File: config.mk
export PLATFORM = sky130hd
export DESIGN_NAME = sbo_cmp
export DESIGN_NICKNAME = d
export VERILOG_FILES = /design/src/hw/rtl/sbo_pkg.sv /design/src/hw/rtl/sbo_cmp.sv
export SDC_FILE = /design/constraint.sdc
export NUM_CORES = 1
export LEC_CHECK = 0
export BUFFER_PORTS_ARGS = -buffer_cell sky130_fd_sc_hd__buf_2
export CORE_MARGIN = 5
export CORE_UTILIZATION = 44
export DETAILED_ROUTE_END_ITERATION = 7
export PLACE_DENSITY = 0.71
export REMOVE_ABC_BUFFERS = 1
export SLEW_MARGIN = 10
export SYNTH_ARGS = -nofsm -noshare
export SYNTH_HDL_FRONTEND = slang
export SYNTH_SLANG_ARGS = --single-unit
File: constraint.sdc
create_clock -name vclk -period 5.8
set_clock_uncertainty 0.1 [all_clocks]
set_input_delay 0.58 -clock vclk [all_inputs]
set_output_delay 0.58 -clock vclk [all_outputs]
set_load 0.02 [all_outputs]
File: src/hw/rtl/sbo_pkg.sv
// ----------------------------------------------------------------------------
// sbo_pkg
// Shared widths, reset values and stage bundles of the selection/block
// overlap pipeline.
// ----------------------------------------------------------------------------
package sbo_pkg;

    localparam int DATA_W       = 64;   // index, extent and product width
    localparam int HALF_W       = 32;   // product halves
    localparam int ELEM_W       = 5;    // element size register
    localparam int DIM_IDX_W    = 4;    // reported dimension index
    localparam int MAX_DIMS_DEF = 16;

    localparam logic [ELEM_W-1:0] ELEM_BYTES_RST = ELEM_W'(1);

    // Compare results of the first stage, used by the second stage
    typedef struct packed {
        logic              flag;      // this dimension overlaps
        logic              oob;       // this dimension exceeds global size
        logic              s_ge_o;    // sel_start >= block_offset
        logic              s_lt_eb;   // sel_start < block end
        logic              eb_lt_es;  // block end < selection end
        logic              o_lt_es;   // block_offset < selection end
        logic [DATA_W-1:0] es_lo;     // selection end, low bits
        logic [DATA_W-1:0] eb_lo;     // block end, low bits
    } t_cmp;

    // Pipeline controls seen by the product unit
    typedef struct packed {
        logic cfg_we;
        logic s1_go;
        logic s1_last;
        logic s2_go;
        logic s2_last;
    } t_prod_ctl;

endpackage

File: src/hw/rtl/sbo_cmp.sv
// ----------------------------------------------------------------------------
// sbo_cmp
// First stage: exact 65-bit ends, overlap flag and bound check of one
// dimension.
// ----------------------------------------------------------------------------
module sbo_cmp (
    input  logic [sbo_pkg::DATA_W-1:0] i_start,
    input  logic [sbo_pkg::DATA_W-1:0] i_count,
    input  logic [sbo_pkg::DATA_W-1:0] i_size,
    input  logic [sbo_pkg::DATA_W-1:0] i_global,
    input  logic [sbo_pkg::DATA_W-1:0] i_offset,
    output sbo_pkg::t_cmp              o_cmp
);

    logic [sbo_pkg::DATA_W:0] es;
    logic [sbo_pkg::DATA_W:0] eb;
    logic [sbo_pkg::DATA_W:0] s_w;
    logic [sbo_pkg::DATA_W:0] o_w;
    logic [sbo_pkg::DATA_W:0] g_w;
    logic                     o_ge_s;
    logic                     es_lt_eb;

    assign s_w = {1'b0, i_start};
    assign o_w = {1'b0, i_offset};
    assign g_w = {1'b0, i_global};
    assign es  = s_w + {1'b0, i_count};
    assign eb  = o_w + {1'b0, i_size};

    assign o_ge_s   = (i_offset >= i_start);
    assign es_lt_eb = (es < eb);

    always_comb begin
        o_cmp.s_ge_o   = (i_start >= i_offset);
        o_cmp.s_lt_eb  = (s_w < eb);
        o_cmp.eb_lt_es = (eb < es);
        o_cmp.o_lt_es  = (o_w < es);
        o_cmp.es_lo    = es[sbo_pkg::DATA_W-1:0];
        o_cmp.eb_lo    = eb[sbo_pkg::DATA_W-1:0];
        o_cmp.oob      = (i_count > i_global) || (i_start > i_global) || (g_w < es);
        o_cmp.flag     = (o_ge_s && o_cmp.o_lt_es) ||
                         (!o_ge_s && es_lt_eb) ||
                         (o_cmp.s_lt_eb && !es_lt_eb);
    end

endmodule

==> impl_metrics.ini <==
[min_path]
min_delay_worst_endpoint = o_cmp[64]
holdPathStages = 3
min_from = i_count[0]
hold_class = primary input to primary output

[routing]
drtAntennaViolNets = 0
wl_mm = 93.37
vias = 24180
first_pass_iters = 5
drt_iter0_markers = 2063
drc = 0
vias_per_cell = 5.851
wire_per_inst_um = 22.60

[sta]
worst_slack_ns = -0.7172
final_hold_viol_count = 0
period_needed_ns = 6.517
worst_pin_slew_ns = 1.133
setup_viol = 5
slew_headroom = 0.2364
grt_setup_unrepaired = yes
tns_ns = -2.660
timing.hold.ws_ns = 1.453
max_freq_ghz = 0.1534
drv_slew = 0
post-route-period-util = 1.124

[synth]
netlist_area_um2 = 17860
synth_area_per_cell_um2 = 7.452
synth.largest_area_cell = ha_1
synth.most_common_cell = ha_1
yosysUniqueCellTypes = 78
syn_inst = 2397
synth_area_leaders = ha_1 (40%), a21o_1 (9.0%), a21oi_1 (6.2%)
ys_seq_area_frac = 0
yosysWarnings = 0
synth.top_cell.area_share = 0.3979
synth_top_cells_by_count = ha_1 (568), inv_1 (285), a21oi_1 (222), a21o_1 (213), o21ai_0 (129)

[setup_path]
startpoint_type = primary input
cp_max_fo = 4
cp.arrival_ns = 5.84
critPathKind = primary input to primary output
cp-end-kind = primary output
required_ns = 5.12

[grt]
grt_max_degree = 10
gr-total-overflow = 0
antenna_found_initial = 13
grt_pass1_wl_mm = 136.0
grt_pass1_vias = 23860
grt_use_total = 0.3867

[floorplanning]
die_w_um = 211.5
row_count = 73
die_h_um = 211.5
pin_count = 454
start_util = 0.4475
coreArea_um2 = 39910
die_area_um2 = 44730

[finish]
nClkBuffers = 0
drive_gt1_frac = 0.4020
nets = 4489
seq_cell_count = 0
syn2layout_area_growth_pct = 56.40
ff_latch_area_um2 = 0
final_cells = 4132

[run_status]
violations = negative setup slack
outcome = finished with violations

[place]
placed_cells = 4065
port_buffers = 454
gp_congestion = 1.070
hpwl_mm = 82.94

[power_and_ir_drop]
irDropWorstVdd_uv = 177.9
p_leak_uw = 0.01583
p_per_area_nw_per_um2 = 174.5

[job]
cap_violations = 0

[clock_tree]
holdBufCountCts = 0
through the flow:
stage                     area [µm²]  utilization  worst slack [ns]  total power, µW
final                          27940       0.6999           -0.7172             4875
after floorplan                17740            -           -0.5675             2244
after detailed placement       26070       0.6531            -1.411             4399
after global placement         26070       0.6531            -1.295             4312
after CTS                      27730       0.6948           -0.5924             4715
after global routing           27930       0.6998           -0.8793             5224
report_power, final:
| group | internal (µW) | switching (µW) |
|---|---|---|
| sequential | 0 | 0 |
| clock | 0.000232 | 0 |
| combinational | 2250 | 2630 |
per-layer routing:
layer	vias to the layer above	wire length (µm)	GRT usage
li1	11340	-	-
met1	11380	39570	0.5170
met2	1202	41780	0.6382
met3	238	8182	0.05720
met4	8	3794	0.1286
met5	-	46	0
layout by cell type, fill, tap and decap left out, types with 37 or more instances in the layout:
| master | n |
|---|---|
| buf_2 | 437 |
| a21oi_2 | 37 |
| a21o_1 | 213 |
| nand3_1 | 38 |
| ha_1 | 534 |
| o21ai_0 | 106 |
| xor2_1 | 52 |
| nand4_1 | 106 |
| a21oi_1 | 186 |
| inv_1 | 279 |
| xnor2_1 | 60 |
| buf_4 | 772 |
| nor2b_1 | 49 |
| nand2_1 | 107 |
| nor2_1 | 108 |
| nand2b_1 | 41 |
how the worst max path moves through the flow:
| stage | startpoint | end | slack [ns] |
|---|---|---|---|
| 2_1_floorplan | i_start[6] | o_cmp[133] | -0.57 |
| 3_3_place_gp | i_start[28] | o_cmp[133] | -1.30 |
| 3_5_place_dp | i_start[28] | o_cmp[133] | -1.41 |
| 4_1_cts | i_offset[1] | o_cmp[133] | -0.59 |
| 5_1_grt | i_start[6] | o_cmp[133] | -0.88 |
| 6_report | i_start[6] | o_cmp[133] | -0.72 |
cell families after synthesis:
| kind of cell | count (synthesis) | share of synthesized area |
|---|---|---|
| AO/OA/AOI/OAI | 798 | 0.2971 |
| buffers and inverters | 318 | 0.06739 |
| AND/OR/NAND/NOR | 574 | 0.1669 |
| adder cells (fa/ha/maj) | 572 | 0.4013 |
| multiplexers | 2 | 0.001261 |
| XOR/XNOR | 133 | 0.06598 |
final cells by class:
class	instances	area (µm²)
antenna	10	25.02
fill	3410	11980
inverter	287	1077
multi-input combinational	2079	17940
tap	525	656.9
timing repair buffer	1231	8238
what timing repair did:
item / CTS / global route
pin swaps: 153 / 36
setup endpoints to repair: 5 / 5
resized for setup: 252 / 39
cloned: 0 / 0
buffers inserted: 57 / 4
critical path, cell delays in order:
cell,delay (ns)
buf_2,0.13
ha_4,0.26
a2111oi_4,0.37
o21ai_2,0.16
a21oi_2,0.26
o22ai_2,0.14
o21ai_4,0.26
o31ai_4,0.08
a221o_1,0.35
a221o_2,0.46
a21oi_2,0.22
o21ai_2,0.14
a31oi_4,0.23
xor2_2,0.12
ha_1,0.31
nand4_1,0.12
or2_4,0.28
nor3_4,0.16
buf_6,0.13
nand4_1,0.08
nor4b_2,0.26
o311ai_2,0.19
o21ai_1,0.11
o211ai_1,0.10
o21bai_1,0.17
buf_4,0.16
No activity file was read; power rests on OpenSTA's default activity.
