## src/hw/rtl/sbo_pkg.sv

```systemverilog
// ----------------------------------------------------------------------------
// sbo_pkg
// Shared widths, reset values and stage bundles of the selection/block
// overlap pipeline.
// ----------------------------------------------------------------------------
package sbo_pkg;

    localparam int DATA_W       = 64;   // index, extent and product width
    localparam int HALF_W       = 32;   // product halves
    localparam int ELEM_W       = 5;    // element size register
    localparam int DIM_IDX_W    = 4;    // reported dimension index
    localparam int MAX_DIMS_DEF = 16;

    localparam logic [ELEM_W-1:0] ELEM_BYTES_RST = ELEM_W'(1);

    // Compare results of the first stage, used by the second stage
    typedef struct packed {
        logic              flag;      // this dimension overlaps
        logic              oob;       // this dimension exceeds global size
        logic              s_ge_o;    // sel_start >= block_offset
        logic              s_lt_eb;   // sel_start < block end
        logic              eb_lt_es;  // block end < selection end
        logic              o_lt_es;   // block_offset < selection end
        logic [DATA_W-1:0] es_lo;     // selection end, low bits
        logic [DATA_W-1:0] eb_lo;     // block end, low bits
    } t_cmp;

    // Pipeline controls seen by the product unit
    typedef struct packed {
        logic cfg_we;
        logic s1_go;
        logic s1_last;
        logic s2_go;
        logic s2_last;
    } t_prod_ctl;

endpackage

```

## src/hw/rtl/sbo_part.sv

```systemverilog
// ----------------------------------------------------------------------------
// sbo_part
// Second stage: overlap length and its offsets in block and selection.
// ----------------------------------------------------------------------------
module sbo_part (
    input  sbo_pkg::t_cmp              i_cmp,
    input  logic [sbo_pkg::DATA_W-1:0] i_start,
    input  logic [sbo_pkg::DATA_W-1:0] i_count,
    input  logic [sbo_pkg::DATA_W-1:0] i_size,
    input  logic [sbo_pkg::DATA_W-1:0] i_offset,
    output logic [sbo_pkg::DATA_W-1:0] o_part_size,
    output logic [sbo_pkg::DATA_W-1:0] o_off_blk,
    output logic [sbo_pkg::DATA_W-1:0] o_off_sel
);

    logic [sbo_pkg::DATA_W-1:0] size;
    logic [sbo_pkg::DATA_W-1:0] off_blk;
    logic [sbo_pkg::DATA_W-1:0] off_sel;

    always_comb begin
        size    = '0;
        off_blk = '0;
        off_sel = '0;
        if (i_cmp.s_ge_o) begin
            if (i_cmp.s_lt_eb) begin
                // block end lies past the start, so the differences fit
                size    = i_cmp.eb_lt_es ? (i_cmp.eb_lo - i_start) : i_count;
                off_blk = i_start - i_offset;
            end
        end else begin
            if (i_cmp.eb_lt_es) begin
                size = i_size;
            end else if (i_cmp.o_lt_es) begin
                // count - (offset - start) is the selection end minus offset
                size = i_cmp.es_lo - i_offset;
            end
            off_sel = i_offset - i_start;
        end
    end

    // no overlap reports all zeros
    assign o_part_size = size;
    assign o_off_blk   = (size == '0) ? '0 : off_blk;
    assign o_off_sel   = (size == '0) ? '0 : off_sel;

endmodule

```

## config.mk

```make
export PLATFORM = sky130hd
export DESIGN_NAME = sbo_part
export DESIGN_NICKNAME = d
export VERILOG_FILES = /design/src/hw/rtl/sbo_pkg.sv /design/src/hw/rtl/sbo_part.sv
export SDC_FILE = /design/constraint.sdc
export NUM_CORES = 1
export LEC_CHECK = 0
export ABC_AREA = 1
export BUFFER_PORTS_ARGS = -buffer_cell sky130_fd_sc_hd__buf_2
export CAP_MARGIN = 30
export CORE_AREA = 2 2 224 226
export DETAILED_ROUTE_END_ITERATION = 6
export DIE_AREA = 0 0 226 228
export GPL_ROUTABILITY_DRIVEN = 0
export PLACE_DENSITY = 0.85
export SYNTH_ARGS = -nofsm -noshare
export SYNTH_HDL_FRONTEND = slang
export SYNTH_SLANG_ARGS = --single-unit
```

## constraint.sdc

```tcl
create_clock -name vclk -period 4.5
set_input_delay 0.9 -clock vclk [all_inputs]
set_output_delay 0.9 -clock vclk [all_outputs]
set_load 0.05 [all_outputs]
```

==> impl_results.md, run 1 <==
- Yosys cell types: 49
- Outcome: stopped before the end
- IO Pins: about 580
- Commonest cells post-synth: nand2_1 (1560), inv_1 (1054), nor2_1 (529), a21oi_1 (458), nand3_1 (289)
- Vias in the first global route: ~45k
- Largest net degree at the start of global routing: between 80 and 90
- Gr usage total: 0.656
- Mapped Nets: ~5.6k
- Congestion Overflow GR: 48
- Synthesized area: about 0.024 mm^2
- Synth Area per Inst: between 4 and 5 um^2
- Synth top area share: 0.240
- Post-synthesis sequential area ratio: 0
- # port buffers: between 500 and 600
- Most common cell in the netlist: nand2_1
- Error: [ERROR GRT-0116] Global routing finished with congestion. Check the congestion regions in the DRC Viewer.
- Die Ht: 228 um
- Fail Step: global routing
- Synth area leader: nand2_1
- First-pass GRT wire length: approximately 260000 um
- FP Rows: between 80 and 90
- Initial Util: 0.493
- Dominant cells by area after synthesis: nand2_1 (24%), inv_1 (16%), ha_1 (13%), a21oi_1 (9.4%), nor2_1 (8.2%)
- Detailed Place HPWL: between 100000 and 150000 um
- Chip Width: between 200 and 250 um
- Post-Syn Instances: 4988
- Synthesis Warnings: 0
## cell families after synthesis
family                     Yosys count  share of synthesized area
buffers and inverters             1166                      0.192
and+or+nand+nor                   2554                      0.429
adders and majority gates          257                      0.133
xor gates and xnor gates            33                     0.0119
AOI/OAI and AO/OA                  978                      0.233
## through the flow
stage               setup WS [ns]  std cells   util  setup TNS, ns  area (um^2)
CTS                        -0.470       7142  0.789         -52.30        38900
global placement           -0.692       7104  0.727         -82.27        35900
floorplan                  -0.156       4988      -          -6.26        25300
detailed placement         -0.794       7104  0.727         -95.01        35900
## metal layers
| metal | GRT usage | overflow |
|---|---|---|
| met2 | 0.858 | 28 |
| met3 | 0.456 | 2 |
| met5 | 0.201 | 0 |
| met4 | 0.641 | 18 |
| met1 | 0.657 | 0 |
## timing repair
action,in CTS
gates cloned,11
endpoints found under the setup margin,128
buffers inserted,27
hold buffers,0
resized for setup,660
pin swaps,42
==> run 2, diff against run 1 <==
--- a/config.mk
+++ b/config.mk
@@ -8,11 +8,11 @@
 export ABC_AREA = 1
 export BUFFER_PORTS_ARGS = -buffer_cell sky130_fd_sc_hd__buf_2
 export CAP_MARGIN = 30
-export CORE_AREA = 2 2 224 226
+export CORE_AREA = 2 2 267 269
 export DETAILED_ROUTE_END_ITERATION = 6
-export DIE_AREA = 0 0 226 228
+export DIE_AREA = 0 0 269 271
 export GPL_ROUTABILITY_DRIVEN = 0
-export PLACE_DENSITY = 0.85
+export PLACE_DENSITY_LB_ADDON = 0.15
 export SYNTH_ARGS = -nofsm -noshare
 export SYNTH_HDL_FRONTEND = slang
 export SYNTH_SLANG_ARGS = --single-unit
==> run 2 against run 1 <==
The flow now finishes, with violations (setup timing). Synthesized area unchanged. Synthesized cell count unchanged.
==> impl_results.md, run 2 <==
- Detailed Place HPWL: 125000 um (was 116000 um)
- Max transition margin: 0.461
- Initial Util: 0.349 (was 0.493)
- Drt first pass iters: 6
- Slowest cell on crit path: ha_4
- Fin area: between 0.04 and 0.05 mm^2
- Most common cell after layout, fill and taps aside: nand2_1
- Crit path max-delay family: buffers and inverters
- Cell Area, Placed: 0.0369 mm^2 (was 0.0359 mm^2)
- Layout Cells excl Fill: 7583
- Tmin final: between 5 and 6 ns
- IO Pins: 582 (unchanged)
- First-pass GRT wire length: 212000 um
- Max-Cap Viols: 0
- Crit-path cells: buf_8 -> clkinvlp_4 -> ha_4 -> buf_6 -> nand2_4 -> inv_8 -> a21oi_4 -> o21ai_4 -> a21oi_2 -> nand2_2 -> xor2_1 -> o21ai_0 -> nand2_1 -> nor2_1 -> nand2_1 -> nor2_2 -> nand2_2 -> nor2_4 -> buf_12 -> buf_12 -> buf_12 -> a21oi_4 -> buf_6
- Synth-to-layout area growth: 81.6%
- Mapped Nets: 5635 (unchanged)
- Post-Syn Instances: 4988 (unchanged)
- Max stage delay on crit path: about 0.33 ns
- Hold Crit Depth: 4
- Commonest cells post-synth: nand2_1 (1560), inv_1 (1054), nor2_1 (529), a21oi_1 (458), nand3_1 (289) (unchanged)
- Crit Path Max Fanout: 8
- Vias in the first global route: 37.1k
- Detailed Route WL: between 150000 and 200000 um
- Post-synthesis sequential area ratio: 0 (unchanged)
- Register area: 0 um^2
- Congestion Overflow GR: 0
- Most frequent cells in the layout: nand2_1 (1227), buf_4 (1067), inv_1 (925)
- Share of cells above drive strength 1: 0.441
- Synthesis Warnings: 0 (unchanged)
- Yosys cell types: 49 (unchanged)
- Most common cell in the netlist: nand2_1 (unchanged)
- Via-per-instance ratio: between 5 and 6
- Buf+Inv Stages, Crit Path: 8
- Critical Path RT: roughly 3.6 ns
- WL/cell: a little over 20 um
- Synth Area per Inst: 4.88 um^2 (unchanged)
- Antenna violations before repair: 28
- Die area: 0.0729 mm^2
- Peak VDD IR: just under 0.0001 V
- Overall Power: 6.76 mW
- Synth top area share: 0.240 (unchanged)
- Synthesized area: 0.0244 mm^2 (unchanged)
- CLK BUF: 0
- FP Rows: 97 (was 82)
- Fin. max-slew vios: 0
- Outcome: finished with violations (was stopped before the end)
- Final WS setup: -0.680 ns
- Hold Startpoint: i_count[0]
- # port buffers: 580 (unchanged)
- Final period util: 1.15
- Largest net degree at the start of global routing: 62
- Most used cell, CP: buf_12
- Seq_cells: 0
- # setup viols final: around 130
- Synth area leader: nand2_1 (unchanged)
- Drc violations: 0
- RSZ-0062 raised after global routing: true
- Max Fclk: approximately 0.19 GHz
- Crit path launch type: input pin
- Worst slew pin tran: roughly 0.81 ns
- Iteration-0 DRC Markers: 4072
- Chip Width: 269 um (was 226 um)
- Core Footprint: roughly 0.07 mm^2
- WS Path Type: input pin to output pin
- Min-delay worst type: input pin to output pin
- Routed vias: around 40k
- Crit path capture type: output pin
- Hold Vio Cnt, Final: 0
- Pleak: approximately 24 nW
- Placed Instances: 7466 (was 7104)
- Power per Cell Area: 153 mW/mm^2
- CP arrival: between 4 and 5 ns
- Worst Hold End: o_part_size[0]
- Hold Buf Count CTS: 0 (unchanged)
- Failing checks: setup timing
- Final ANT Viol Nets: 0
- Die Ht: 271 um (was 228 um)
- Gr usage total: 0.386
- Layout Nets: between 7k and 8k
- Dominant cells by area after synthesis: nand2_1 (24%), inv_1 (16%), ha_1 (13%), a21oi_1 (9.4%), nor2_1 (8.2%) (unchanged)
-- run 2: cell counts after synthesis --
Identical to the previous run, type by type.
-- run 2: worst max path at each step --
stage | from | end | slack [ns] | cells past startpoint
final | i_start[25] | o_off_blk[50] | -0.68 | 23
after global routing | i_offset[4] | o_off_sel[18] | -0.73 | 28
after CTS | i_start[28] | o_off_blk[35] | -0.54 | 27
after detailed placement | i_start[28] | o_off_sel[57] | -0.85 | 23
after global placement | i_offset[16] | o_off_blk[63] | -0.82 | 24
after floorplan | i_cmp[0] | o_off_sel[43] | -0.16 | 23
-- run 2: tightest hold or removal path: stages --
cell and delay [ns]:
buf_2 0.10, nor2_1 0.07, o21ai_1 0.09, buf_2 0.21
-- run 2: layout make-up --
type / count / area, um^2
Tap cell: 940 / 1180
Multi-Input combinational cell: 3822 / 25200
Antenna cell: 20 / 50.0
Timing Repair Buffer: 1736 / 13600
Inverter: 1065 / 4140
Fill cell: 6437 / 25600
-- run 2: metal layers --
metal	GRT usage	wire, um	vias up
li1	-	-	18900
met1	0.467	58900	18100
met2	0.636	69400	2220
met3	0.0537	13600	638
met4	0.246	13100	12
met5	0	81	-
-- run 2: metrics by stage --
stage	hold slack [ns]	setup slack, ns	setup TNS, ns	util
final	2.27	-0.680	-79.25	0.634
after global routing	2.31	-0.726	-84.30	0.633
after CTS	2.27	-0.542	-58.34	0.587
after detailed placement	2.27	-0.851	-104.45	0.529
after global placement	2.27	-0.823	-101.12	0.529
after floorplan	2.02	-0.156	-6.26	-
-- run 2: repair_timing --
action                     4_1_cts  5_1_grt
resized for setup              885      761
setup endpoints to repair      128      128
buffers inserted                49       40
pin swaps                      158      321
cloned                           9        9
-- run 2: where the power goes --
| part | total (mW) | switching, mW | internal (mW) |
|---|---|---|---|
| Combinational | 6.76 | 4.05 | 2.71 |
| Clock | 0.000000599 | 0 | 0.000000599 |
| Sequential | 0 | 0 | 0 |
-- run 2: cell families (layout without fill, tap and decap cells) --
group                    Yosys count  count (layout)  share of synthesized area
AO/OA/AOI/OAI                    978             978                      0.233
XOR/XNOR                          33              33                     0.0119
buffers and inverters           1166            2801                      0.192
other                              0              20                          0
adder cells (fa/ha/maj)          257             257                      0.133
AND/OR/NAND/NOR                 2554            2554                      0.429
Note: power is estimated with default switching activity, not from simulation.
==> run 3, diff against run 2 <==
--- a/config.mk
+++ b/config.mk
@@ -6,13 +6,13 @@
 export NUM_CORES = 1
 export LEC_CHECK = 0
 export ABC_AREA = 1
-export BUFFER_PORTS_ARGS = -buffer_cell sky130_fd_sc_hd__buf_2
 export CAP_MARGIN = 30
 export CORE_AREA = 2 2 267 269
 export DETAILED_ROUTE_END_ITERATION = 6
 export DIE_AREA = 0 0 269 271
-export GPL_ROUTABILITY_DRIVEN = 0
+export DONT_BUFFER_PORTS = 1
 export PLACE_DENSITY_LB_ADDON = 0.15
+export SLEW_MARGIN = 30
 export SYNTH_ARGS = -nofsm -noshare
 export SYNTH_HDL_FRONTEND = slang
 export SYNTH_SLANG_ARGS = --single-unit
==> run 3 against run 2 <==
The flow still finishes with violations (setup timing). Worst hold slack worse by 0.18 ns. Power down 8.3%. Sequential cell count unchanged. Critical endpoint is now o_part_size[44]. Largest power group unchanged. Highest routed layer unchanged.
==> impl_results.md, run 3 (same netlist as run 2, synthesis figures left out) <==
- Drt first pass iters: 6 (unchanged)
- Tmin final: 5.11 ns (was 5.18 ns)
- Gr usage total: 0.398 (was 0.386)
- Register area: 0 um^2 (unchanged)
- Congestion Overflow GR: 0 (unchanged)
- Most common cell after layout, fill and taps aside: nand2_1 (unchanged)
- Fin. max-slew vios: 0 (unchanged)
- Max-Cap Viols: 0 (unchanged)
- Most frequent cells in the layout: nand2_1 (1324), buf_4 (1155), inv_1 (970) (was nand2_1 (1227), buf_4 (1067), inv_1 (925))
- CP arrival: 4.21 ns (was 4.28 ns)
- Layout Nets: 6843 (was 7272)
- Setup TNS: -66.16 ns (was -79.25 ns)
- Detailed Route WL: 153000 um (was 155000 um)
- Crit Path Max Fanout: 3 (was 8)
- Antenna violations before repair: 4 (was 28)
- Routed vias: 36.7k (was 39.9k)
- Filler Cells Inserted: 7173 (was 6437)
- Max Fclk: 0.196 GHz (was 0.193 GHz)
- Vias in the first global route: 35.4k (was 37.1k)
- Crit. Startpoint: i_start[7] (was i_start[25])
- Largest net degree at the start of global routing: 165 (was 62)
- Min-delay worst type: input pin to output pin (unchanged)
- Chip Width: 269 um (unchanged)
- Pleak: 21.8 nW (was 23.8 nW)
- Area of the multi-input gates: 0.0242 mm^2 (was 0.0252 mm^2)
- RSZ-0062 raised after global routing: true (unchanged)
- Placer congestion estimate: 1.04
- WS Path Type: input pin to output pin (unchanged)
- WL/cell: 21.4 um (was 20.4 um)
- Layout Cells excl Fill: 7137 (was 7583)
- Final WS setup: -0.609 ns (was -0.680 ns)
- Drc violations: 0 (unchanged)
- Synth-to-layout area growth: 68.4% (was 81.6%)
- Via-per-instance ratio: 5.14 (was 5.26)
- Core Footprint: 0.0698 mm^2 (unchanged)
- Crit path launch type: input pin (unchanged)
- First-pass GRT wire length: 216000 um (was 212000 um)
- FP Rows: 97 (unchanged)
- Crit path capture type: output pin (unchanged)
- # setup viols final: 129 (was 128)
- Max transition margin: 0.403 (was 0.461)
- Hold Crit Depth: 3 (was 4)
- Final ANT Viol Nets: 0 (unchanged)
- Outcome: finished with violations (unchanged)
- Detailed Place HPWL: 132000 um (was 125000 um)
- Peak VDD IR: 0.0000792 V (was 0.0000972 V)
- Failing checks: setup timing (unchanged)
- CLK BUF: 0 (unchanged)
- Final period util: 1.14 (was 1.15)
- Hold slack final: 2.09 ns (was 2.27 ns)
- IO Pins: 582 (unchanged)
- Seq_cells: 0 (unchanged)
- Overall Power: 6.19 mW (was 6.76 mW)
- Iteration-0 DRC Markers: 2632 (was 4072)
- Pre-CTS setup slack: -0.832 ns (was -0.851 ns)
- Hold Vio Cnt, Final: 0 (unchanged)
- Critical Path RT: 3.60 ns (about the same)
- Initial Util: 0.349 (unchanged)
- Share of cells above drive strength 1: 0.367 (was 0.441)
- Power per Cell Area: 151 mW/mm^2 (was 153 mW/mm^2)
- # port buffers: 0 (was 580)
- CP endpoint: o_part_size[44] (was o_off_blk[50])
- Die Ht: 271 um (unchanged)
- Die area: 0.0729 mm^2 (unchanged)
- Worst slew pin tran: 0.895 ns (was 0.808 ns)
- Placed Instances: 7024 (was 7466)
-- run 3: cell types whose count changed in the layout (fill, tap and decap cells not counted), sizes merged --
cell      previous run  this run
bufbuf               0         1
clkinvlp            13        53
clkinv               1         2
buf               1724      1303
diode               20         3
clkbuf              12         3
inv               1051      1010
-- run 3: cell type report --
class	instances	share of cell area
Antenna cell	3	0.000183
Inverter	1065	0.103
Multi-Input combinational cell	3822	0.590
Tap cell	940	0.0287
Timing Repair Buffer	1307	0.279
-- run 3: report_power, final --
group | total, mW | internal, mW | switching, mW
registers | 0 | 0 | 0
logic | 6.19 | 2.50 | 3.70
clock network | 0.000000109 | 0.000000109 | 0
-- run 3: timing repair --
action                     in CTS  in global routing
setup endpoints to repair     128                129
buffers inserted               71                 27
cloned                         12                  4
hold buffers                    0                  0
gates resized for setup       667                314
pin swaps                     137                126
-- run 3: worst min-delay path by stage --
stage                from       endpoint  slack, ns
4_1_cts        i_cmp[131]  o_off_sel[11]       2.09
2_1_floorplan  i_cmp[131]  o_off_sel[31]       2.02
5_1_grt        i_cmp[131]  o_off_sel[11]       2.10
3_5_place_dp   i_cmp[131]  o_off_sel[11]       2.09
3_3_place_gp   i_cmp[131]  o_off_sel[11]       2.10
6_report       i_cmp[131]  o_off_sel[11]       2.09
-- run 3: layer usage --
layer / vias up / track usage / wire length [um]
met5: - / 0 / 20
li1: 18000 / - / -
met2: 1377 / 0.663 / 69000
met1: 16900 / 0.478 / 60700
met4: 4 / 0.209 / 10100
met3: 364 / 0.0816 / 12900
-- run 3: critical path: stages --
cell        delay (ns)
clkinvlp_4        0.19
ha_4              0.30
nand2_2           0.09
inv_1             0.06
a21oi_1           0.29
nand2_4           0.10
nand2_2           0.09
nand2_4           0.07
buf_6             0.13
buf_12            0.12
nand3_4           0.08
nand3_1           0.08
nand2_1           0.07
nand3_2           0.08
nand2_1           0.09
nand2_2           0.08
buf_4             0.13
buf_4             0.12
buf_4             0.12
buf_4             0.12
buf_4             0.12
buf_4             0.12
buf_4             0.12
buf_4             0.12
buf_4             0.12
buf_4             0.12
buf_6             0.14
-- run 3: metrics by stage --
step	cell area (um^2)	util
floorplan	25300	-
global placement	35500	0.509
detailed placement	35500	0.509
CTS	39500	0.566
global route	41000	0.588
finish	41000	0.588
